[src/rtl/sas_pkg.sv]
// ----------------------------------------------------------------------------
// sas_pkg: shared types and constants of the steering update block
// Payload widths, configuration layout, job record and queue sizing.
// ----------------------------------------------------------------------------
package sas_pkg;

  localparam int W        = 32;   // position, velocity, acceleration fields
  localparam int CW       = 31;   // configuration register width
  localparam int TSW      = 16;   // time step width, Q0.16
  localparam int SEPW     = 40;   // separation sum width
  localparam int VW       = 42;   // working width of a vector component
  localparam int PW       = 62;   // 31x31 product width
  localparam int SQW      = 63;   // sum of two squares
  localparam int RW       = 32;   // root width
  localparam int CFG_AW   = 3;    // register index width
  localparam int Q_DEPTH  = 2;
  localparam int Q_AW     = $clog2(Q_DEPTH);
  localparam int GAIN_SH3 = 3;    // arrive gain of ten as (d << 3) + (d << 1)
  localparam int GAIN_SH1 = 1;
  localparam int DT_SH    = 16;   // time step fraction bits

  // register indexes
  typedef enum logic [CFG_AW-1:0] {
    REG_MAX_ACCEL    = 3'd0,
    REG_MAX_SPEED    = 3'd1,
    REG_TIME_STEP    = 3'd2,
    REG_WORLD_WIDTH  = 3'd3,
    REG_WORLD_HEIGHT = 3'd4,
    REG_ARRIVE_RAD   = 3'd5,
    REG_SLOW_RAD     = 3'd6,
    REG_SEP_DIST     = 3'd7
  } sas_reg_t;

  localparam logic [CW-1:0]  RST_MAX_ACCEL    = 31'd6553600;
  localparam logic [CW-1:0]  RST_MAX_SPEED    = 31'd13107200;
  localparam logic [TSW-1:0] RST_TIME_STEP    = 16'd1092;
  localparam logic [CW-1:0]  RST_WORLD_WIDTH  = 31'd67108864;
  localparam logic [CW-1:0]  RST_WORLD_HEIGHT = 31'd50331648;
  localparam logic [CW-1:0]  RST_ARRIVE_RAD   = 31'd327680;
  localparam logic [CW-1:0]  RST_SLOW_RAD     = 31'd1966080;
  localparam logic [CW-1:0]  RST_SEP_DIST     = 31'd1310720;

  // opcodes
  localparam logic OP_NEIGHBOR = 1'b0;
  localparam logic OP_UPDATE   = 1'b1;

  typedef struct packed {
    logic [CW-1:0]  max_accel;
    logic [CW-1:0]  max_speed;
    logic [TSW-1:0] time_step;
    logic [CW-1:0]  world_width;
    logic [CW-1:0]  world_height;
    logic [CW-1:0]  arrive_radius;
    logic [CW-1:0]  slow_radius;
    logic [CW-1:0]  separate_distance;
  } sas_cfg_t;

  // classified request: difference vector already formed
  typedef struct packed {
    logic                opcode;
    logic signed [W-1:0] dx;
    logic signed [W-1:0] dy;
    logic signed [W-1:0] px;
    logic signed [W-1:0] py;
    logic signed [W-1:0] vx;
    logic signed [W-1:0] vy;
    logic signed [W-1:0] ax;
    logic signed [W-1:0] ay;
  } sas_job_t;

  // queue handshake between front and back
  typedef struct packed {
    logic push;
    logic pop;
  } sas_qctl_t;

  typedef struct packed {
    logic full;
    logic avail;
  } sas_qsts_t;

endpackage

[src/rtl/sas_in_if.sv]
// ----------------------------------------------------------------------------
// sas_in_if: request channel of the steering update block
// Valid/ready handshake with the agent and neighbor fields.
// ----------------------------------------------------------------------------
interface sas_in_if;
  import sas_pkg::*;

  logic                valid;
  logic                ready;
  logic                opcode;
  logic signed [W-1:0] other_x;
  logic signed [W-1:0] other_y;
  logic signed [W-1:0] pos_x;
  logic signed [W-1:0] pos_y;
  logic signed [W-1:0] vel_x;
  logic signed [W-1:0] vel_y;
  logic signed [W-1:0] acc_x;
  logic signed [W-1:0] acc_y;
  logic signed [W-1:0] goal_x;
  logic signed [W-1:0] goal_y;

  modport source (output valid, opcode, other_x, other_y, pos_x, pos_y, vel_x, vel_y,
                  acc_x, acc_y, goal_x, goal_y, input ready);
  modport sink   (input valid, opcode, other_x, other_y, pos_x, pos_y, vel_x, vel_y,
                  acc_x, acc_y, goal_x, goal_y, output ready);
endinterface

[src/rtl/sas_front.sv]
// ----------------------------------------------------------------------------
// sas_front: request intake
// Accepts requests while the queue has room and forms the saturated
// difference vector (self minus neighbor, or goal minus self).
// ----------------------------------------------------------------------------
module sas_front (
  sas_in_if.sink               in_ch,
  input  sas_pkg::sas_qsts_t   q_sts,
  output logic                 push,
  output sas_pkg::sas_job_t    job
);
  import sas_pkg::*;

  function automatic logic signed [W-1:0] sat_diff(input logic signed [W-1:0] a,
                                                  input logic signed [W-1:0] b);
    logic signed [W:0] d;
    d = (W+1)'(a) - (W+1)'(b);
    if (d > $signed({2'b00, {(W-1){1'b1}}}))
      return $signed({1'b0, {(W-1){1'b1}}});
    else if (d < -$signed({2'b00, {(W-1){1'b1}}}))
      return -$signed({1'b0, {(W-1){1'b1}}});
    else
      return d[W-1:0];
  endfunction

  assign in_ch.ready = !q_sts.full;
  assign push        = in_ch.valid && !q_sts.full;

  // classify and form the difference vector
  always_comb begin
    job.opcode = in_ch.opcode;
    if (in_ch.opcode == OP_NEIGHBOR) begin
      job.dx = sat_diff(in_ch.pos_x, in_ch.other_x);
      job.dy = sat_diff(in_ch.pos_y, in_ch.other_y);
    end else begin
      job.dx = sat_diff(in_ch.goal_x, in_ch.pos_x);
      job.dy = sat_diff(in_ch.goal_y, in_ch.pos_y);
    end
    job.px = in_ch.pos_x;
    job.py = in_ch.pos_y;
    job.vx = in_ch.vel_x;
    job.vy = in_ch.vel_y;
    job.ax = in_ch.acc_x;
    job.ay = in_ch.acc_y;
  end

endmodule

[src/flat_wrapper.sv]
// flat-port wrapper written by rule: the top's interface ports become plain ports
module sas_front_flat import sas_pkg::*;
  (q_sts, push, job, in_ch_valid, in_ch_opcode, in_ch_other_x, in_ch_other_y, in_ch_pos_x, in_ch_pos_y, in_ch_vel_x, in_ch_vel_y, in_ch_acc_x, in_ch_acc_y, in_ch_goal_x, in_ch_goal_y, in_ch_ready);
  sas_in_if in_ch_i ();
  input  sas_pkg::sas_qsts_t q_sts;
  output logic push;
  output sas_pkg::sas_job_t job;
  input wire logic [$bits(in_ch_i.valid)-1:0] in_ch_valid;
  input wire logic [$bits(in_ch_i.opcode)-1:0] in_ch_opcode;
  input wire logic [$bits(in_ch_i.other_x)-1:0] in_ch_other_x;
  input wire logic [$bits(in_ch_i.other_y)-1:0] in_ch_other_y;
  input wire logic [$bits(in_ch_i.pos_x)-1:0] in_ch_pos_x;
  input wire logic [$bits(in_ch_i.pos_y)-1:0] in_ch_pos_y;
  input wire logic [$bits(in_ch_i.vel_x)-1:0] in_ch_vel_x;
  input wire logic [$bits(in_ch_i.vel_y)-1:0] in_ch_vel_y;
  input wire logic [$bits(in_ch_i.acc_x)-1:0] in_ch_acc_x;
  input wire logic [$bits(in_ch_i.acc_y)-1:0] in_ch_acc_y;
  input wire logic [$bits(in_ch_i.goal_x)-1:0] in_ch_goal_x;
  input wire logic [$bits(in_ch_i.goal_y)-1:0] in_ch_goal_y;
  output wire logic [$bits(in_ch_i.ready)-1:0] in_ch_ready;
  assign in_ch_i.valid = in_ch_valid;
  assign in_ch_i.opcode = in_ch_opcode;
  assign in_ch_i.other_x = in_ch_other_x;
  assign in_ch_i.other_y = in_ch_other_y;
  assign in_ch_i.pos_x = in_ch_pos_x;
  assign in_ch_i.pos_y = in_ch_pos_y;
  assign in_ch_i.vel_x = in_ch_vel_x;
  assign in_ch_i.vel_y = in_ch_vel_y;
  assign in_ch_i.acc_x = in_ch_acc_x;
  assign in_ch_i.acc_y = in_ch_acc_y;
  assign in_ch_i.goal_x = in_ch_goal_x;
  assign in_ch_i.goal_y = in_ch_goal_y;
  assign in_ch_ready = in_ch_i.ready;
  sas_front u_core (.in_ch(in_ch_i), .q_sts(q_sts), .push(push), .job(job));
endmodule
[config.mk]
export PLATFORM = sky130hd
export DESIGN_NAME = sas_front_flat
export DESIGN_NICKNAME = d
export VERILOG_FILES = /design/src/rtl/sas_pkg.sv /design/src/rtl/sas_in_if.sv /design/src/rtl/sas_front.sv /design/src/flat_wrapper.sv
export SDC_FILE = /design/constraint.sdc
export NUM_CORES = 1
export LEC_CHECK = 0
export CAP_MARGIN = 20
export CORE_AREA = 2 2 228 230
export DETAILED_ROUTE_END_ITERATION = 6
export DIE_AREA = 0 0 230 232
export DONT_BUFFER_PORTS = 1
export PLACE_DENSITY = 0.46
export RECOVER_POWER = 100
export SLEW_MARGIN = 0
export SYNTH_ARGS = -nofsm -noshare
export SYNTH_HDL_FRONTEND = slang
export SYNTH_SLANG_ARGS = --single-unit
[constraint.sdc]
create_clock -name vclk -period 7.4
set_input_delay 0.74 -clock vclk [all_inputs]
set_output_delay 0.74 -clock vclk [all_outputs]
set_load 0.005 [all_outputs]
# Yosys cells after proc, flatten, opt, wreduce, memory -nomap -nowiden
# Index checks and enable logic that the tools add are counted.
dict set report totals {
  reg_bits 0
}
dict set report classes {
  order_cmp 8
  mux 9
  n_reduce_logical 2
  add_sub_neg 4
}
# cell count
set ops {}
lappend ops {{$mux 32} 8}
lappend ops {{$gt 33x32->1 const B} 4}
lappend ops {{$lt 33x32->1 const B} 4}
lappend ops {{$sub 32x32->33} 4}
lappend ops {{$mux 64} 1}
lappend ops {{$logic_and 1x1->1} 1}
lappend ops {{$logic_not 1->1} 1}

# Longest topological paths before layout
# Gate-level depths: netlist (run 1).
dict set report depth {
  ltp_word 5
  mapped_depth 15
  ltp_nobuf 13
}

# Worst setup path after synthesis (run 1)
# No wires, ideal clock.
dict set report synth_timing {
  path_kind {input to output}
  start {input in_ch_pos_y[0]}
  end {output job[192] (netlist bit)}
  t_arrival_ns 3.626
  stages 13
  required_ns 6.660
  n_path_buf 0
  setup_slack_ns 3.034
  cell_sequence {inv_1 > ha_1 > fa_1 > nor2b_1 > o21ai_1 > a211oi_1 > o211ai_1 > nand2_1 > a21boi_0 > xnor2_1 > or4_1 > or4_1 > a41oi_1}
}
# item line
set synth_rtl {}
lappend synth_rtl {{start, declared} flat_wrapper.sv:13} ;# input wire logic [$bits(in_ch_i.pos_y)-1:0] in_ch_pos_y;
lappend synth_rtl {{end, declared} flat_wrapper.sv:7} ;# output sas_pkg::sas_job_t job;

==> run summary, run 1 <==
Core Region = 0.0509 mm2
crit end category = output port
largest net degree at the start of global routing = 31
initial antenna violation count = 9
post-CTS sizing = 0
GRT Total Usage = 16.9%
WP data arrival = 5380 ps
worst hold slack = 1480 ps
register area = 0 um2
post-synth cell types = 87
Worst Path Max Fanout = 17
Pins Over Slew Limit = 0
Pwr Density = 107 mW/mm2
worst vdd ir = 0.0374 mV
via count = 12400
post-route ant nets = 0
post-placement cell count = 2238
Synth Net Count = 2268
Seq cells = 0
Die Y = 232 um
hold_buf cts = 0
Post-Syn Area = 0.0116 mm2
layout cells sized above 1 = 2.63%
worst-margin pin slew = 1370 ps
I/O Buffers = 0
total setup buffers inserted after CTS = 0
Placer Congestion = 0.924
nets = 2016
unrepaired setup endpoints after global routing = false
Critical Path RT = 6660 ps
Initial Util = 22.8%
leakage = 0.00456 uW
Min-Delay Startpoint = in_ch_vel_x[4]
status = finished, final reports clean
Hold Path End = job[100]
commonest cells after routing, fill and taps aside = a21oi_1 (213), inv_1 (160), nand2_1 (139), nor2_1 (138), ha_1 (128)
I/O pin count = 583
Final Hold Vio Count = 0
Max-Cap Viols = 0
Initial DRT Pass Iterations = 7
drt first-iter violations = 769
Syn Area/Cell = 6.40 um2
total power after layout = 1150 uW
Hold WC Path Type = in2out
GRT overflow = 0
first-pass GRT wire length = 70700 um
minimum clock period = 6120 ps
most common cell after layout, fill and taps aside = a21oi_1
Synth Warn # = 0
Rel. slew slack = 8.64%
hpwl dp = 42300 um
Avg Vias per Cell = 5.52
Die Wd = 230 um
period utilization = 82.8%
WS Path Type = in2out
Final setup viols = 0
clkbuf count = 0
setup tns final = 0 ps
Max Freq = 0.163 GHz
vias in the first global route = 11800
Post-Syn Instances = 1812
Critical Path Start Type = primary input
DRC errors left = 0
area grow syn2layout = -7.29%
hold path depth = 0
Fill cells = 5917
Die Area = 0.0534 mm2
sequential share of the synthesized area = 0%
WL/cell = 21.7 um
wirelength, routed = 48600 um
Core Rows = 83
final cell count without fillers = 2243
-- cell families after synthesis --
logic type	share of synthesized area (%)
buffers and inverters	20.2
XOR/XNOR	5.89
adder cells (fa/ha/maj)	14.5
multiplexers	1.01
AND/OR/NAND/NOR	23.3
AO/OA/AOI/OAI	35.1
-- layout make-up --
type,count,area [um2],area share [%]
Multi-Input combinational cell,1393,9260,86.0
Tap cell,680,851,7.91
Inverter,160,601,5.58
Timing Repair Buffer,5,37.5,0.349
Antenna cell,5,12.5,0.116
-- synthesized netlist by cell type, types with 21 or more instances --
master | number | area (um2)
a211oi_1 | 38 | 285
a21o_1 | 45 | 338
a21oi_1 | 212 | 1060
a31oi_1 | 28 | 175
buf_4 | 197 | 1480
clkbuf_1 | 41 | 154
ha_1 | 128 | 1600
inv_1 | 160 | 601
nand2_1 | 139 | 522
nand2b_1 | 21 | 131
nand3_1 | 39 | 195
nand4_1 | 30 | 188
nor2_1 | 138 | 518
nor3_1 | 35 | 175
o211ai_1 | 22 | 165
o21a_1 | 26 | 195
o21ai_0 | 101 | 505
or3_1 | 27 | 169
xnor2_1 | 47 | 412
xor2_1 | 31 | 272
-- power breakdown --
group,leakage [uW],switching (uW),internal [uW]
Sequential,0,0,0
Clock,0.0000000317,0,0.0000917
Combinational,0.00456,751,396
-- routing by layer --
| metal | up-vias | track usage, % | routed length [um] |
|---|---|---|---|
| met5 | - | 0 | 27 |
| met4 | 4 | 4.52 | 1360 |
| met3 | 91 | 5.30 | 4590 |
| met2 | 518 | 29.3 | 23000 |
| met1 | 5842 | 19.9 | 19600 |
| li1 | 5920 | - | - |
-- worst max-delay path, stage by stage --
cell and delay, ps:
inv_1 40, ha_1 230, fa_1 400, nand2b_1 180, a21oi_1 300, o21ai_0 400, a211oi_1 680, o21a_1 210
o2111ai_1 130, nor4_1 410, nand4_1 190, a21oi_1 1090, nor4b_1 360
-- worst max path at each step --
stage	start	end	slack, ps	depth (start not counted)
floorplan	in_ch_pos_y[0]	job[192]	3030	13
global placement	in_ch_goal_x[0]	job[230]	1870	13
detailed placement	in_ch_pos_y[1]	job[192]	1810	12
CTS	in_ch_pos_y[2]	job[192]	1780	12
global route	in_ch_goal_x[0]	job[232]	920	13
finish	in_ch_goal_x[0]	job[229]	1280	13
-- stage by stage --
| step | worst slack (ps) | util [%] | instance area [um2] |
|---|---|---|---|
| floorplan | 3030 | - | 11600 |
| global placement | 1870 | 21.1 | 10800 |
| detailed placement | 1810 | 21.1 | 10800 |
| CTS | 1780 | 21.1 | 10800 |
| global route | 917 | 21.1 | 10700 |
| finish | 1280 | 21.1 | 10800 |
No activity file was read; power rests on OpenSTA's default activity.
==> run 2, diff against run 1 <==
--- a/config.mk
+++ b/config.mk
@@ -5,12 +5,13 @@
 export SDC_FILE = /design/constraint.sdc
 export NUM_CORES = 1
 export LEC_CHECK = 0
+export ABC_AREA = 1
 export CAP_MARGIN = 20
 export CORE_AREA = 2 2 228 230
 export DETAILED_ROUTE_END_ITERATION = 6
 export DIE_AREA = 0 0 230 232
 export DONT_BUFFER_PORTS = 1
-export PLACE_DENSITY = 0.46
+export PLACE_DENSITY = 0.5
 export RECOVER_POWER = 100
 export SLEW_MARGIN = 0
 export SYNTH_ARGS = -nofsm -noshare
==> constraint.sdc (replaced) <==
create_clock -name vclk -period 5.9
set_input_delay 0.59 -clock vclk [all_inputs]
set_output_delay 0.59 -clock vclk [all_outputs]
set_load 0.005 [all_outputs]
==> run summary, run 2 <==
nets = 3127 (+55%)
first-pass GRT wire length = 75100 um (+6.2%)
WS Path Type = in2out
Initial Util = 27.0% (+4.2 points)
commonest cells after routing, fill and taps aside = nand2_1 (1228), inv_1 (682), nor2_1 (210), nand3_1 (160), ha_1 (128)
Synth Warn # = 0 (unchanged)
slowest cell on the critical path = a21oi_2
drt first-iter violations = 953 (+24%)
crit end category = output port
Max-Cap Viols = 0 (unchanged)
Max Freq = 0.217 GHz
hpwl dp = 45300 um (+7.2%)
Hold WC Path Type = in2out
Seq cells = 0 (unchanged)
status = finished, final reports clean
hold_buf cts = 0 (unchanged)
WL/cell = 14.9 um (-31%)
largest net degree at the start of global routing = 32 (+3.2%)
Final Hold Vio Count = 0 (unchanged)
GRT Total Usage = 18.0% (+1.1 points)
DRC errors left = 0 (unchanged)
Critical Path Start Type = primary input
Hold Path End = job[123]
Final setup viols = 0 (unchanged)
CP max stage delay = 950 ps (-140 ps)
Pwr Density = 121 mW/mm2 (+14%)
most common cell after layout, fill and taps aside = nand2_1
Synth Net Count = 3341 (+47%)
Die Wd = 230 um (unchanged)
setup tns final = 0 ps (unchanged)
Worst path most repeated cell = nand2_1
final cell count without fillers = 3353 (+49%)
Syn Area/Cell = 4.77 um2 (-26%)
post-synth cell types = 34 (-61%)
CP Launch Point = in_ch_goal_y[0]
area grow syn2layout = -5.52%
most frequent cell after synthesis = nand2_1
Placer Congestion = 0.953 (+3.1%)
clkbuf count = 0 (unchanged)
register area = 0 um2 (unchanged)
CP Buf/Inv Count = 4 (+3)
Core Region = 0.0509 mm2 (unchanged)
post-CTS sizing = 0 (unchanged)
total setup buffers inserted after CTS = 0 (unchanged)
unrepaired setup endpoints after global routing = false
worst vdd ir = 0.0549 mV (+47%)
minimum clock period = 4610 ps
Post-Syn Area = 0.0138 mm2 (+19%)
period utilization = 78.1%
share of the synthesized area in the top cell type = 33.5% (+20 points)
Die Area = 0.0534 mm2 (unchanged)
I/O Buffers = 0 (unchanged)
initial antenna violation count = 11 (+2)
WP data arrival = 4020 ps (-1360 ps)
hold path depth = 0 (unchanged)
leakage = 0.00895 uW (+96%)
Min-Delay Startpoint = in_ch_vel_x[27]
Pins Over Slew Limit = 0 (unchanged)
GRT overflow = 0 (unchanged)
post-route ant nets = 0 (unchanged)
Post-synth top cells = nand2_1 (1227), inv_1 (682), nor2_1 (210)
sequential share of the synthesized area = 0% (unchanged)
Core Rows = 83 (unchanged)
vias in the first global route = 13900 (+18%)
Critical Path RT = 5310 ps (-1350 ps)
Die Y = 232 um (unchanged)
Rel. slew slack = 19.5% (+11 points)
Final Util = 25.5% (+4.4 points)
crit-path cells = inv_1 -> ha_1 -> fa_1 -> inv_1 -> nand3_1 -> nand2_1 -> nand2_1 -> nand2_1 -> nand2_1 -> nand2_1 -> nand4_1 -> nand3_1 -> xor2_1 -> clkinv_1 -> a21oi_2 -> nand3_1 -> nand2_1 -> inv_1
post-placement cell count = 3347 (+50%)
I/O pin count = 583 (unchanged)
worst-margin pin slew = 1210 ps (-162 ps)
wirelength, routed = 50100 um (+3.0%)
Post-Syn Instances = 2885 (+59%)
area leader, netlist = nand2_1
via count = 14800 (+19%)
Worst Path Max Fanout = 31 (+14)
CP delay by family, top = simple AND/OR/NAND/NOR gates
Avg Vias per Cell = 4.41 (-20%)
Initial DRT Pass Iterations = 6 (-1)
synth top area cells = nand2_1 (33%), inv_1 (19%), ha_1 (12%)
layout cells sized above 1 = 1.20% (-1.4 points)
[run 2: worst max-delay path by stage]
stage,to,slack (ps),cells past startpoint
4_1_cts,job[192],1490,18
5_1_grt,job[218],840,18
6_report,job[192],1290,18
3_5_place_dp,job[192],1500,18
2_1_floorplan,job[235],2610,20
3_3_place_gp,job[219],1540,18
[run 2: area by class of cell]
| type | count | area, um2 |
|---|---|---|
| inverter | 684 | 2570 |
| tap | 680 | 851 |
| antenna | 4 | 10.0 |
| multi-input combinational | 1982 | 9530 |
| fill | 6213 | 37900 |
| timing repair buffer | 3 | 45.0 |
[run 2: stage by stage]
step	worst slack, ps	area, um2	power, uW	hold slack [ps]
after floorplan	2610	13800	1330	1210
after global routing	836	13000	1810	1180
after detailed placement	1500	13000	1560	1180
after CTS	1490	13000	1570	1180
after global placement	1540	13000	1560	1180
final	1290	13000	1580	1180
[run 2: layer usage]
metal | GRT usage [%] | share of wire (%)
met1 | 21.0 | 42
met2 | 31.6 | 46
met3 | 5.16 | 9.1
met4 | 5.42 | 3.5
met5 | 0 | 0.20
[run 2: kinds of logic after synthesis]
| family | count (synthesis) | synth area share [%] |
|---|---|---|
| adder cells (fa/ha/maj) | 132 | 12.2 |
| AND/OR/NAND/NOR | 1690 | 49.4 |
| AO/OA/AOI/OAI | 117 | 4.77 |
| XOR/XNOR | 43 | 2.90 |
| buffers and inverters | 903 | 30.7 |
[run 2: power by group]
group / total (uW) / internal, uW / switching [uW]
clock network: 0.0000925 / 0.0000924 / 0
registers: 0 / 0 / 0
logic: 1580 / 494 / 1080
