[src/rtl/sas_pkg.sv]
// ----------------------------------------------------------------------------
// sas_pkg: shared types and constants of the steering update block
// Payload widths, configuration layout, job record and queue sizing.
// ----------------------------------------------------------------------------
package sas_pkg;

  localparam int W        = 32;   // position, velocity, acceleration fields
  localparam int CW       = 31;   // configuration register width
  localparam int TSW      = 16;   // time step width, Q0.16
  localparam int SEPW     = 40;   // separation sum width
  localparam int VW       = 42;   // working width of a vector component
  localparam int PW       = 62;   // 31x31 product width
  localparam int SQW      = 63;   // sum of two squares
  localparam int RW       = 32;   // root width
  localparam int CFG_AW   = 3;    // register index width
  localparam int Q_DEPTH  = 2;
  localparam int Q_AW     = $clog2(Q_DEPTH);
  localparam int GAIN_SH3 = 3;    // arrive gain of ten as (d << 3) + (d << 1)
  localparam int GAIN_SH1 = 1;
  localparam int DT_SH    = 16;   // time step fraction bits

  // register indexes
  typedef enum logic [CFG_AW-1:0] {
    REG_MAX_ACCEL    = 3'd0,
    REG_MAX_SPEED    = 3'd1,
    REG_TIME_STEP    = 3'd2,
    REG_WORLD_WIDTH  = 3'd3,
    REG_WORLD_HEIGHT = 3'd4,
    REG_ARRIVE_RAD   = 3'd5,
    REG_SLOW_RAD     = 3'd6,
    REG_SEP_DIST     = 3'd7
  } sas_reg_t;

  localparam logic [CW-1:0]  RST_MAX_ACCEL    = 31'd6553600;
  localparam logic [CW-1:0]  RST_MAX_SPEED    = 31'd13107200;
  localparam logic [TSW-1:0] RST_TIME_STEP    = 16'd1092;
  localparam logic [CW-1:0]  RST_WORLD_WIDTH  = 31'd67108864;
  localparam logic [CW-1:0]  RST_WORLD_HEIGHT = 31'd50331648;
  localparam logic [CW-1:0]  RST_ARRIVE_RAD   = 31'd327680;
  localparam logic [CW-1:0]  RST_SLOW_RAD     = 31'd1966080;
  localparam logic [CW-1:0]  RST_SEP_DIST     = 31'd1310720;

  // opcodes
  localparam logic OP_NEIGHBOR = 1'b0;
  localparam logic OP_UPDATE   = 1'b1;

  typedef struct packed {
    logic [CW-1:0]  max_accel;
    logic [CW-1:0]  max_speed;
    logic [TSW-1:0] time_step;
    logic [CW-1:0]  world_width;
    logic [CW-1:0]  world_height;
    logic [CW-1:0]  arrive_radius;
    logic [CW-1:0]  slow_radius;
    logic [CW-1:0]  separate_distance;
  } sas_cfg_t;

  // classified request: difference vector already formed
  typedef struct packed {
    logic                opcode;
    logic signed [W-1:0] dx;
    logic signed [W-1:0] dy;
    logic signed [W-1:0] px;
    logic signed [W-1:0] py;
    logic signed [W-1:0] vx;
    logic signed [W-1:0] vy;
    logic signed [W-1:0] ax;
    logic signed [W-1:0] ay;
  } sas_job_t;

  // queue handshake between front and back
  typedef struct packed {
    logic push;
    logic pop;
  } sas_qctl_t;

  typedef struct packed {
    logic full;
    logic avail;
  } sas_qsts_t;

endpackage

[src/rtl/sas_fifo.sv]
// ----------------------------------------------------------------------------
// sas_fifo: short request queue between front and back
// Flip-flop queue of classified requests.
// ----------------------------------------------------------------------------
module sas_fifo (
  input  logic                clk,
  input  logic                rst_n,
  input  sas_pkg::sas_qctl_t  q_ctl,
  input  sas_pkg::sas_job_t   din,
  output sas_pkg::sas_qsts_t  q_sts,
  output sas_pkg::sas_job_t   dout
);
  import sas_pkg::*;

  sas_job_t        mem_r [Q_DEPTH];
  logic [Q_AW-1:0] wp_r;
  logic [Q_AW-1:0] rp_r;
  logic [Q_AW:0]   cnt_r;

  assign q_sts.full  = (cnt_r == (Q_AW+1)'(Q_DEPTH));
  assign q_sts.avail = (cnt_r != '0);
  assign dout        = mem_r[rp_r];

  // pointers and fill count
  always_ff @(posedge clk) begin
    if (!rst_n) begin
      wp_r  <= '0;
      rp_r  <= '0;
      cnt_r <= '0;
    end else begin
      if (q_ctl.push) wp_r <= (wp_r == Q_AW'(Q_DEPTH-1)) ? '0 : wp_r + 1'b1;
      if (q_ctl.pop)  rp_r <= (rp_r == Q_AW'(Q_DEPTH-1)) ? '0 : rp_r + 1'b1;
      if (q_ctl.push && !q_ctl.pop)      cnt_r <= cnt_r + 1'b1;
      else if (!q_ctl.push && q_ctl.pop) cnt_r <= cnt_r - 1'b1;
    end
  end

  // storage
  always_ff @(posedge clk) begin
    if (q_ctl.push) mem_r[wp_r] <= din;
  end

endmodule

[config.mk]
export PLATFORM = sky130hd
export DESIGN_NAME = sas_fifo
export DESIGN_NICKNAME = d
export VERILOG_FILES = /design/src/rtl/sas_pkg.sv /design/src/rtl/sas_fifo.sv
export SDC_FILE = /design/constraint.sdc
export NUM_CORES = 1
export LEC_CHECK = 0
export BUFFER_PORTS_ARGS = -buffer_cell sky130_fd_sc_hd__buf_2
export CAP_MARGIN = 20
export CELL_PAD_IN_SITES_DETAIL_PLACEMENT = 0
export CELL_PAD_IN_SITES_GLOBAL_PLACEMENT = 1
export CORE_ASPECT_RATIO = 1.75
export CORE_UTILIZATION = 29
export DETAILED_ROUTE_END_ITERATION = 10
export PLACE_DENSITY = 0.66
export SLEW_MARGIN = 20
export SYNTH_ARGS = -nofsm -noshare
export SYNTH_HDL_FRONTEND = slang
export SYNTH_SLANG_ARGS = --single-unit
export TNS_END_PERCENT = 20
[constraint.sdc]
create_clock -name clk -period 17.1 [get_ports clk]
set_input_delay 3.42 -clock clk [delete_from_list [all_inputs] [get_ports clk]]
set_output_delay 3.42 -clock clk [all_outputs]
set_load 0.02 [all_outputs]
**Word-level counts from Yosys, hierarchy flattened**

Memory sizes are Yosys's and may differ from the RTL's. A register that Yosys moved wholly into a read port is not among the register bits.
Cells that the tools add are included.

- Memories: 1
- Bits in writable memories: 514
- Bits in registers: 4
- Output and inout port bits: 259
- Input port bits: 261
- Logic and storage cells: 23

Memories:

| name | depth | width | rd ports | clocked after Yosys merged registers in | write ports | line | text |
|---|---|---|---|---|---|---|---|
| mem_r | 2 | 257 | 1 | 1 | 1 | sas_fifo.sv:15 | `sas_job_t mem_r [Q_DEPTH];` |

- Add/sub/neg operators: 4
- Muxes and demuxes: 8
- Reduce and logical (&&, ||, !) cells: 6
- Eq/ne operators: 1

Operators by type and width:

| cell | count |
|---|---|
| 1-bit 2-to-1 mux | 6 |
| 2-bit 2-to-1 mux | 2 |
| 2-bit nonzero test | 2 |
| 1-bit adder, second input constant | 2 |
| 2-bit by 1-bit adder with 2-bit output, second input constant | 1 |
| 2-bit == test, second input constant | 1 |
| 1-bit logical AND | 2 |
| 1-bit logical NOT | 2 |
| 2-bit by 1-bit subtractor with 2-bit output, second input constant | 1 |

**Depth between registers and ports, before layout**

Gate-level depths: netlist of run 1.

- Depth in word-level cells: 4
- Gate-level depth with buffers: 5
- Depth with buffers taken out: 5

**Worst setup path after synthesis of run 1**

Ideal clock, no wire load.

- Path type: input to register
- Start point: input port q_ctl[1] (netlist bit)
- End point: register wp_r
- Setup time: 111 ps
- Slack: 1631 ps
- Arrival time: 15358 ps
- Stages on the path: 2
- Buffers on the path: 0
- Required time: 16989 ps
- Cell sequence: nor2b_1 -> o21a_1

RTL lines:

| what | line | text |
|---|---|---|
| start, declared | sas_fifo.sv:8 | `input sas_pkg::sas_qctl_t q_ctl,` |
| end signal, assigned | sas_fifo.sv:31 | `if (q_ctl.push) wp_r <= (wp_r == Q_AW'(Q_DEPTH-1)) ? '0 : wp_r + 1'b1;` |
| end, declared | sas_fifo.sv:16 | `logic [Q_AW-1:0] wp_r;` |

==> impl_metrics.ini, run 1 <==
[layout]
area_growth_syn_to_layout_pct = 25.5
fin_area_sq_um = 24800
final_nets = 1631
fillers = 6413
drive_above_1_share = 0.612

[worst_setup_path]
crit_type = reg -> out
critPathMaxFanout = 60
startpoint_type = flop
cp-end-kind = output pin
crit_arrival_ns = 3.81
required_ns = 13.68
r2r_cells = 3

[grt]
grt-ovfl-total = 0
met1_usage = 0.118
met3_usage = 0.0431
antenna_found_initial = 5
grt_max_degree = 139
grt_pass1_wl_microns = 60200
busiest_layer = met2
grt_util_all_layers = 0.117
met2_usage = 0.211
first_global_vias = 10348

[yosys]
synthTopCellsByCount = 514 x edfxtp_1, 230 x mux2_4, 27 x mux2_2
seq_area_frac_synth = 0.786
synth_top_area_frac = 0.781
yosysMostFrequentCell = edfxtp_1
syn_nets = 1084
synth_edf_count = 514
synthFlopType = edfxtp_1
syn_inst = 822
ys_seq_elements = 519
synth-async-reset-ratio = 0
synth_cell_types = 19
yosys_warnings = 0
synthTopCellsByArea = edfxtp_1 78%, mux2_4 17%, mux2_2 1.5%
netlist.top_cell.by_area = edfxtp_1
syn_area_sq_um = 19800
synth_area_per_cell_sq_um = 24.1

[timing]
tightest_slew_ns = 1.26
slew_headroom = 0.160
setup_viol = 0
report.final.hold_viol_count = 0
max_freq_ghz = 0.138
final.setup.worst_slack_ns = 9.87
fin_crit_ns = 7.23
period_share = 0.423
rsz0062_at_grt = false
slew_violations = 0
skew_ns = 0.00827
setup_tns_ns = 0

[route]
wl_per_cell_microns = 18.2
drc = 0
via_count = 9452
routed_wl_microns = 42000
drtPass1Iterations = 4
vias_per_cell = 4.11
drtIter0Drc = 303
antenna_left = 0

[status]
status = finished, final reports clean

[place]
placed_area_sq_um = 23200
portBuffers = 519
pre_cts_slack_ns = 10.44
dp_hpwl_microns = 29700
gp_congestion = 0.730

[clocking]
tritoncts = built
h-tree-depth = 2
postCtsSetupBuffers = 0
clkTransAtPathRegs_ns = 0.07
cts-hold-fix-buffers = 0
cts_sinks = 519
clockRootBuffer = clkbuf_16
ctsResizeCount = 0
cts_made_buffers = 46
clock_latency_ns = 0.57
clk_path_buf_depth = 3

[worst_hold_path]
holdPathStages = 2
hold_path_class = reg -> reg

[floorplanning]
start_util = 0.293
die_height_microns = 347
rows = 126
die_area_sq_um = 69300
die_w_microns = 199
io_pins = 520
core_region_area_sq_um = 67500

[pwr]
leakage_uw = 0.00959
power_density_nw_per_um2 = 118
vdd_drop_max_v = 0.0000920

[run]
maxCapViolCount = 0
## final timing paths
kind	start	to	slack, ns
worst max-delay path	flop	dout[117]	9.87
worst max register to register	wp_r	mem_r[0][158]	14.16
worst min-delay path	cnt_r[1]	cnt_r[1]	0.52
worst min register to register	cnt_r[1]	cnt_r[1]	0.52
## routing by layer
layer / wire length (microns) / share of wire
met2: 21600 / 0.51
met3: 3940 / 0.094
met1: 14900 / 0.36
met4: 1490 / 0.035
met5: 46 / 0.0011
## placed cells by master, fill, tap and decap left out, types with 4 or more instances in the layout
master,n
mux2_2,27
clkinvlp_4,6
mux2_4,230
buf_2,519
bufinv_16,8
edfxtp_1,514
buf_4,7
clkbuf_1,6
clkinv_2,4
clkinv_1,7
clkbuf_16,47
dfxtp_1,4
## registers in the layout (all words and copies together), names as in the netlist, named ones only
register / flops
mem_r: 514
cnt_r: 2
wp_r: 1
rp_r: 1
## logic make-up (layout without fill, tap and decap cells)
group | after synthesis | after routing | share of synthesized area
buffers and inverters | 30 | 611 | 0.0186
flip-flops | 519 | 519 | 0.786
AND/OR/NAND/NOR | 9 | 9 | 0.00285
adder cells (fa/ha/maj) | 1 | 1 | 0.000633
AO/OA/AOI/OAI | 3 | 3 | 0.00101
multiplexers | 257 | 257 | 0.190
other | 0 | 3 | 0
XOR/XNOR | 3 | 3 | 0.00133
## where the power goes
group	total [uW]	switching [uW]	internal [uW]
Sequential	1490	22.5	1470
Clock	1070	443	626
Combinational	374	206	167
## critical path, stage by stage (launching register included)
cell	delay, ns
dfxtp_4	1.01
buf_4	0.79
buf_4	0.73
mux2_4	0.36
buf_2	0.16
## stage by stage
step | instances | utilization | power [uW] | hold slack, ns
floorplan | 822 | - | 1790 | 0.468
global placement | 2217 | 0.344 | 1900 | 0.492
detailed placement | 2217 | 0.344 | 1900 | 0.515
CTS | 2299 | 0.368 | 2990 | 0.526
global route | 2300 | 0.368 | 3050 | 0.568
finish | 2302 | 0.368 | 2940 | 0.519
## area by class of cell
type	instances	area, sq um	area share
Tap cell	896	1120	0.0452
Inverter	1	3.75	0.000151
Clock inverter	29	367	0.0148
Antenna cell	3	7.51	0.000303
Sequential cell	519	15500	0.626
Multi-Input combinational cell	273	3880	0.156
Timing Repair Buffer	528	2690	0.108
Clock buffer	53	1200	0.0483
No activity file was read; power rests on OpenSTA's default activity.
==> inputs of run 2 (changes only) <==
==> constraint.sdc (replaced) <==
create_clock -name clk -period 6.8 [get_ports clk]
set_input_delay 1.36 -clock clk [delete_from_list [all_inputs] [get_ports clk]]
set_output_delay 1.36 -clock clk [all_outputs]
set_load 0.02 [all_outputs]
==> run 2 against run 1 <==
Clock skew increased by 0.0054 ns. Final area hardly changed. First-iteration DRC count up 23%. Via count is 0.93% higher. Setup slack worse by 7.2 ns. Critical path depth unchanged. Clock power is 150% higher. Core utilization about the same. Highest routed layer unchanged.
==> impl_metrics.ini, run 2 (synthesized netlist as in run 1, its figures left out) <==
[worst_setup_path]
ff2ff_setup_slack_ns = 4.70
crit_type = reg -> out
critical_path.most_common_cell = buf_4
r2r_cells = 2
critPathMaxStageDelay_ns = 0.75
crit_chain = buf_4, buf_4, mux2_4, buf_2
cp-end-kind = output pin
r2r-start = wp_r
reg2reg_to = mem_r[1][118]
path_buf_inv = 3
cp_num_cells = 4
endpoint = dout[157]
cp_slowest_cell = buf_4
startpoint_type = flop
crit_family = buffers and inverters
critPathMaxFanout = 46
required_ns = 5.44
crit_arrival_ns = 2.79

[grt]
met3_usage = 0.0450
busiest_layer = met2
met1_usage = 0.117
first_global_vias = 10172
grt-ovfl-total = 0
antenna_found_initial = 14
grt_pass1_wl_microns = 59900
grt_max_degree = 141
met2_usage = 0.207
grt_util_all_layers = 0.117

[clocking]
tritoncts = built
clock_latency_ns = 0.57
ctsResizeCount = 0
clk_path_buf_depth = 3
h-tree-depth = 2
clockRootBuffer = clkbuf_16
postCtsSetupBuffers = 0
cts-hold-fix-buffers = 0
clkTransAtPathRegs_ns = 0.06
cts_sinks = 519
cts_made_buffers = 48

[place]
portBuffers = 519
dp_hpwl_microns = 29300
gp_congestion = 0.766

[run]
maxCapViolCount = 0

[timing]
holdWs_ns = 0.526
setup_viol = 0
slew_violations = 0
tightest_slew_ns = 1.09
fin_crit_ns = 4.15
max_freq_ghz = 0.241
report.final.hold_viol_count = 0
period_share = 0.610
setup_tns_ns = 0
skew_ns = 0.0137
rsz0062_at_grt = false
slew_headroom = 0.271

[floorplanning]
die_w_microns = 199
die_area_sq_um = 69300
die_height_microns = 347
core_region_area_sq_um = 67500
io_pins = 520
rows = 126
start_util = 0.293

[layout]
drive_above_1_share = 0.606
layout_common_cells = 519 x buf_2, 514 x edfxtp_1, 230 x mux2_4, 49 x clkbuf_16, 27 x mux2_2
reg_top3 = mem_r: 514 flops, cnt_r: 2 flops
largest_reg_flops = 514
layout_commonest_cell = buf_2
final_nets = 1634
fillers = 6379
area_growth_syn_to_layout_pct = 25.5
multi_input_area_sq_um = 3880
seq_area_sq_um = 15500
largest-register = mem_r

[route]
drtPass1Iterations = 4
antenna_left = 0
wl_per_cell_microns = 18.4
routed_wl_microns = 42400
via_count = 9540
drc = 0
vias_per_cell = 4.13
drtIter0Drc = 374

[status]
status = finished, final reports clean

[pwr]
vdd_drop_max_v = 0.000209
leakage_uw = 0.00960
power_density_nw_per_um2 = 297

[worst_hold_path]
hold_path_class = reg -> reg
## run 2: tightest hold or removal path, cell delays in order, from the launching register on
cell	delay, ns
dfxtp_1	0.33
o21ai_0	0.07
a21boi_0	0.08
## run 2: where the power goes
group | leakage [uW] | internal (uW) | switching [uW]
Clock | 0.000739 | 1550 | 1110
Sequential | 0.00487 | 3700 | 42.5
Combinational | 0.00400 | 421 | 535
Total | 0.00960 | 5680 | 1690
## run 2: routing by layer
metal	wire (microns)	share of wire
met4	1550	0.037
met2	21700	0.51
met1	15000	0.35
met5	69	0.0016
met3	4120	0.097
## run 2: layout make-up
type	instances	share of cell area
Sequential cell	519	0.626
Multi-Input combinational cell	273	0.156
Timing Repair Buffer	529	0.110
Clock buffer	66	0.0520
Tap cell	896	0.0452
Clock inverter	19	0.00993
Antenna cell	9	0.000907
Inverter	1	0.000151
## run 2: per-stage QoR
stage               setup WS [ns]  instance area [sq um]  total power, uW   util  std cells
floorplan                  -0.980                  19800             4480      -        822
global route                 2.50                  24800             7640  0.368       2311
finish                       2.65                  24800             7360  0.368       2312
CTS                          2.56                  24800             7490  0.368       2303
global placement             3.22                  23300             4770  0.345       2218
detailed placement           3.22                  23300             4790  0.345       2218
## run 2: how the worst min path moves through the flow
| stage | from | end | slack, ns | depth (start not counted) |
|---|---|---|---|---|
| after floorplan | cnt_r[1] | cnt_r[1] | 0.47 | 2 |
| after global placement | cnt_r[1] | cnt_r[1] | 0.48 | 2 |
| after detailed placement | cnt_r[1] | cnt_r[1] | 0.52 | 2 |
| after CTS | cnt_r[1] | cnt_r[1] | 0.53 | 2 |
| after global routing | cnt_r[1] | cnt_r[1] | 0.58 | 2 |
| final | cnt_r[1] | cnt_r[1] | 0.53 | 2 |
==> inputs of run 3 (changes only) <==
--- a/config.mk
+++ b/config.mk
@@ -12,7 +12,7 @@
 export CORE_ASPECT_RATIO = 1.75
 export CORE_UTILIZATION = 29
 export DETAILED_ROUTE_END_ITERATION = 10
-export PLACE_DENSITY = 0.66
+export PLACE_DENSITY = 0.68
 export SLEW_MARGIN = 20
 export SYNTH_ARGS = -nofsm -noshare
 export SYNTH_HDL_FRONTEND = slang
==> constraint.sdc (replaced) <==
create_clock -name clk -period 3.7 [get_ports clk]
set_input_delay 0.74 -clock clk [delete_from_list [all_inputs] [get_ports clk]]
set_output_delay 0.74 -clock clk [all_outputs]
set_load 0.02 [all_outputs]
==> run 3 against run 2 <==
Global-route usage grew 0.98 points. Non-clock buffer count is 28 higher. Cell count increased by 1.3%. Largest power group unchanged. Final area up 0.83%.
==> impl_metrics.ini, run 3 (synthesized netlist as in run 1, its figures left out) <==
[place]
numPlacedInstances = 2246
portBuffers = 519
gp_congestion = 0.821
dp_hpwl_microns = 33300
pre_cts_slack_ns = 1.26

[worst_setup_path]
required_ns = 2.96
crit_arrival_ns = 2.25
cp-end-kind = output pin
startpoint_type = flop
crit_type = reg -> out
critPathMaxFanout = 30

[pwr]
vdd_drop_max_v = 0.000378
p_sw_uw = 3170
power_density_nw_per_um2 = 533
power_frac_seq = 0.517
leakage_uw = 0.00974
internal_power_uw = 10200
swShare = 0.237
p_clk_frac = 0.349
comb_power_share = 0.134

[layout]
final_nets = 1661
drive_above_1_share = 0.615
largest-register = mem_r
multi_input_area_sq_um = 3880
reg_top3 = mem_r: 514 flops, cnt_r: 2 flops
area_growth_syn_to_layout_pct = 26.6
largest_reg_flops = 514
finalNonFillerCells = 2343
fillers = 6451
seq_area_sq_um = 15500
layout_common_cells = 519 x buf_2, 514 x edfxtp_1, 230 x mux2_4, 49 x clkbuf_16, 29 x buf_4
layout_commonest_cell = buf_2
fin_util = 0.371

[grt]
first_global_vias = 10644
grt_util_all_layers = 0.126
antenna_found_initial = 17
grt_pass1_wl_microns = 63900
grt-ovfl-total = 0
grt_max_degree = 92

[timing]
tightest_slew_ns = 0.667
period_share = 0.809
fin_crit_ns = 2.99
slew_violations = 0
setup_tns_ns = 0
setup_viol = 0
max_freq_ghz = 0.334
final.setup.worst_slack_ns = 0.706
skew_ns = 0.0145
holdWs_ns = 0.342
report.final.hold_viol_count = 0
rsz0062_at_grt = false
slew_headroom = 0.555

[route]
vias_per_cell = 4.15
drtPass1Iterations = 4
drc = 0
wl_per_cell_microns = 19.3
via_count = 9730
routed_wl_microns = 45300
antenna_left = 0
drtIter0Drc = 356

[clocking]
clkTransAtPathRegs_ns = 0.07
postCtsSetupBuffers = 0
h-tree-depth = 2
ctsResizeCount = 0
clk_path_buf_depth = 3
cts_sinks = 519
tritoncts = built
cts_made_buffers = 47
clock_latency_ns = 0.58
cts-hold-fix-buffers = 0
clockRootBuffer = clkbuf_16

[run]
maxCapViolCount = 0

[status]
status = finished, final reports clean

[floorplanning]
start_util = 0.293
rows = 126
die_height_microns = 347
die_area_sq_um = 69300
die_w_microns = 199
core_region_area_sq_um = 67500
io_pins = 520

[worst_hold_path]
hold_path_class = in -> reg
[run 3: cell count changes in the layout (fill, tap and decap cells not counted), moves of 2 or more]
cell,previous run,this run
bufinv_16,6,2
clkinv_1,6,11
clkbuf_1,17,9
inv_6,1,3
clkinv_2,4,6
buf_12,4,9
buf_4,6,29
clkinv_4,0,2
diode_2,9,12
[run 3: final timing paths]
kind	slack, ns	startpoint	end	cells past startpoint
min	0.34	din[202]	mem_r[1][202]	1
max	0.71	flop	dout[242]	4
max reg2reg	1.89	wp_r	mem_r[1][138]	2
min reg2reg	0.53	cnt_r[1]	cnt_r[1]	2
[run 3: layer usage]
layer | vias to the layer above | routed length (microns) | track usage
li1 | 4446 | - | -
met1 | 4719 | 15300 | 0.119
met2 | 445 | 23500 | 0.230
met3 | 110 | 4380 | 0.0498
met4 | 10 | 2060 | 0.0690
met5 | - | 69 | 0
[run 3: through the flow]
stage	cell area, sq um	total power [uW]
2_1_floorplan	19800	8220
3_3_place_gp	23500	8810
6_report	25000	13300
4_1_cts	25000	13500
5_1_grt	25000	13800
3_5_place_dp	23500	8840
[run 3: area by class of cell]
type	instances	share of cell area
Sequential cell	519	0.621
Multi-Input combinational cell	273	0.155
Timing Repair Buffer	557	0.120
Clock buffer	58	0.0503
Tap cell	896	0.0448
Clock inverter	27	0.00805
Antenna cell	12	0.00120
Inverter	1	0.000150
[run 3: worst max-delay path, stage by stage (launching register included)]
cell     delay [ns]
dfxtp_4        0.58
buf_12         0.26
buf_12         0.26
mux2_2         0.37
buf_2          0.16
[run 3: power groups by stage]
stage / combinational, uW / sequential [uW] / clock [uW]
5_1_grt: 1900 / 6920 / 5020
3_3_place_gp: 1790 / 7020 / 0
3_5_place_dp: 1810 / 7030 / 0
2_1_floorplan: 1210 / 7010 / 0
4_1_cts: 1820 / 6900 / 4820
6_report: 1780 / 6900 / 4650
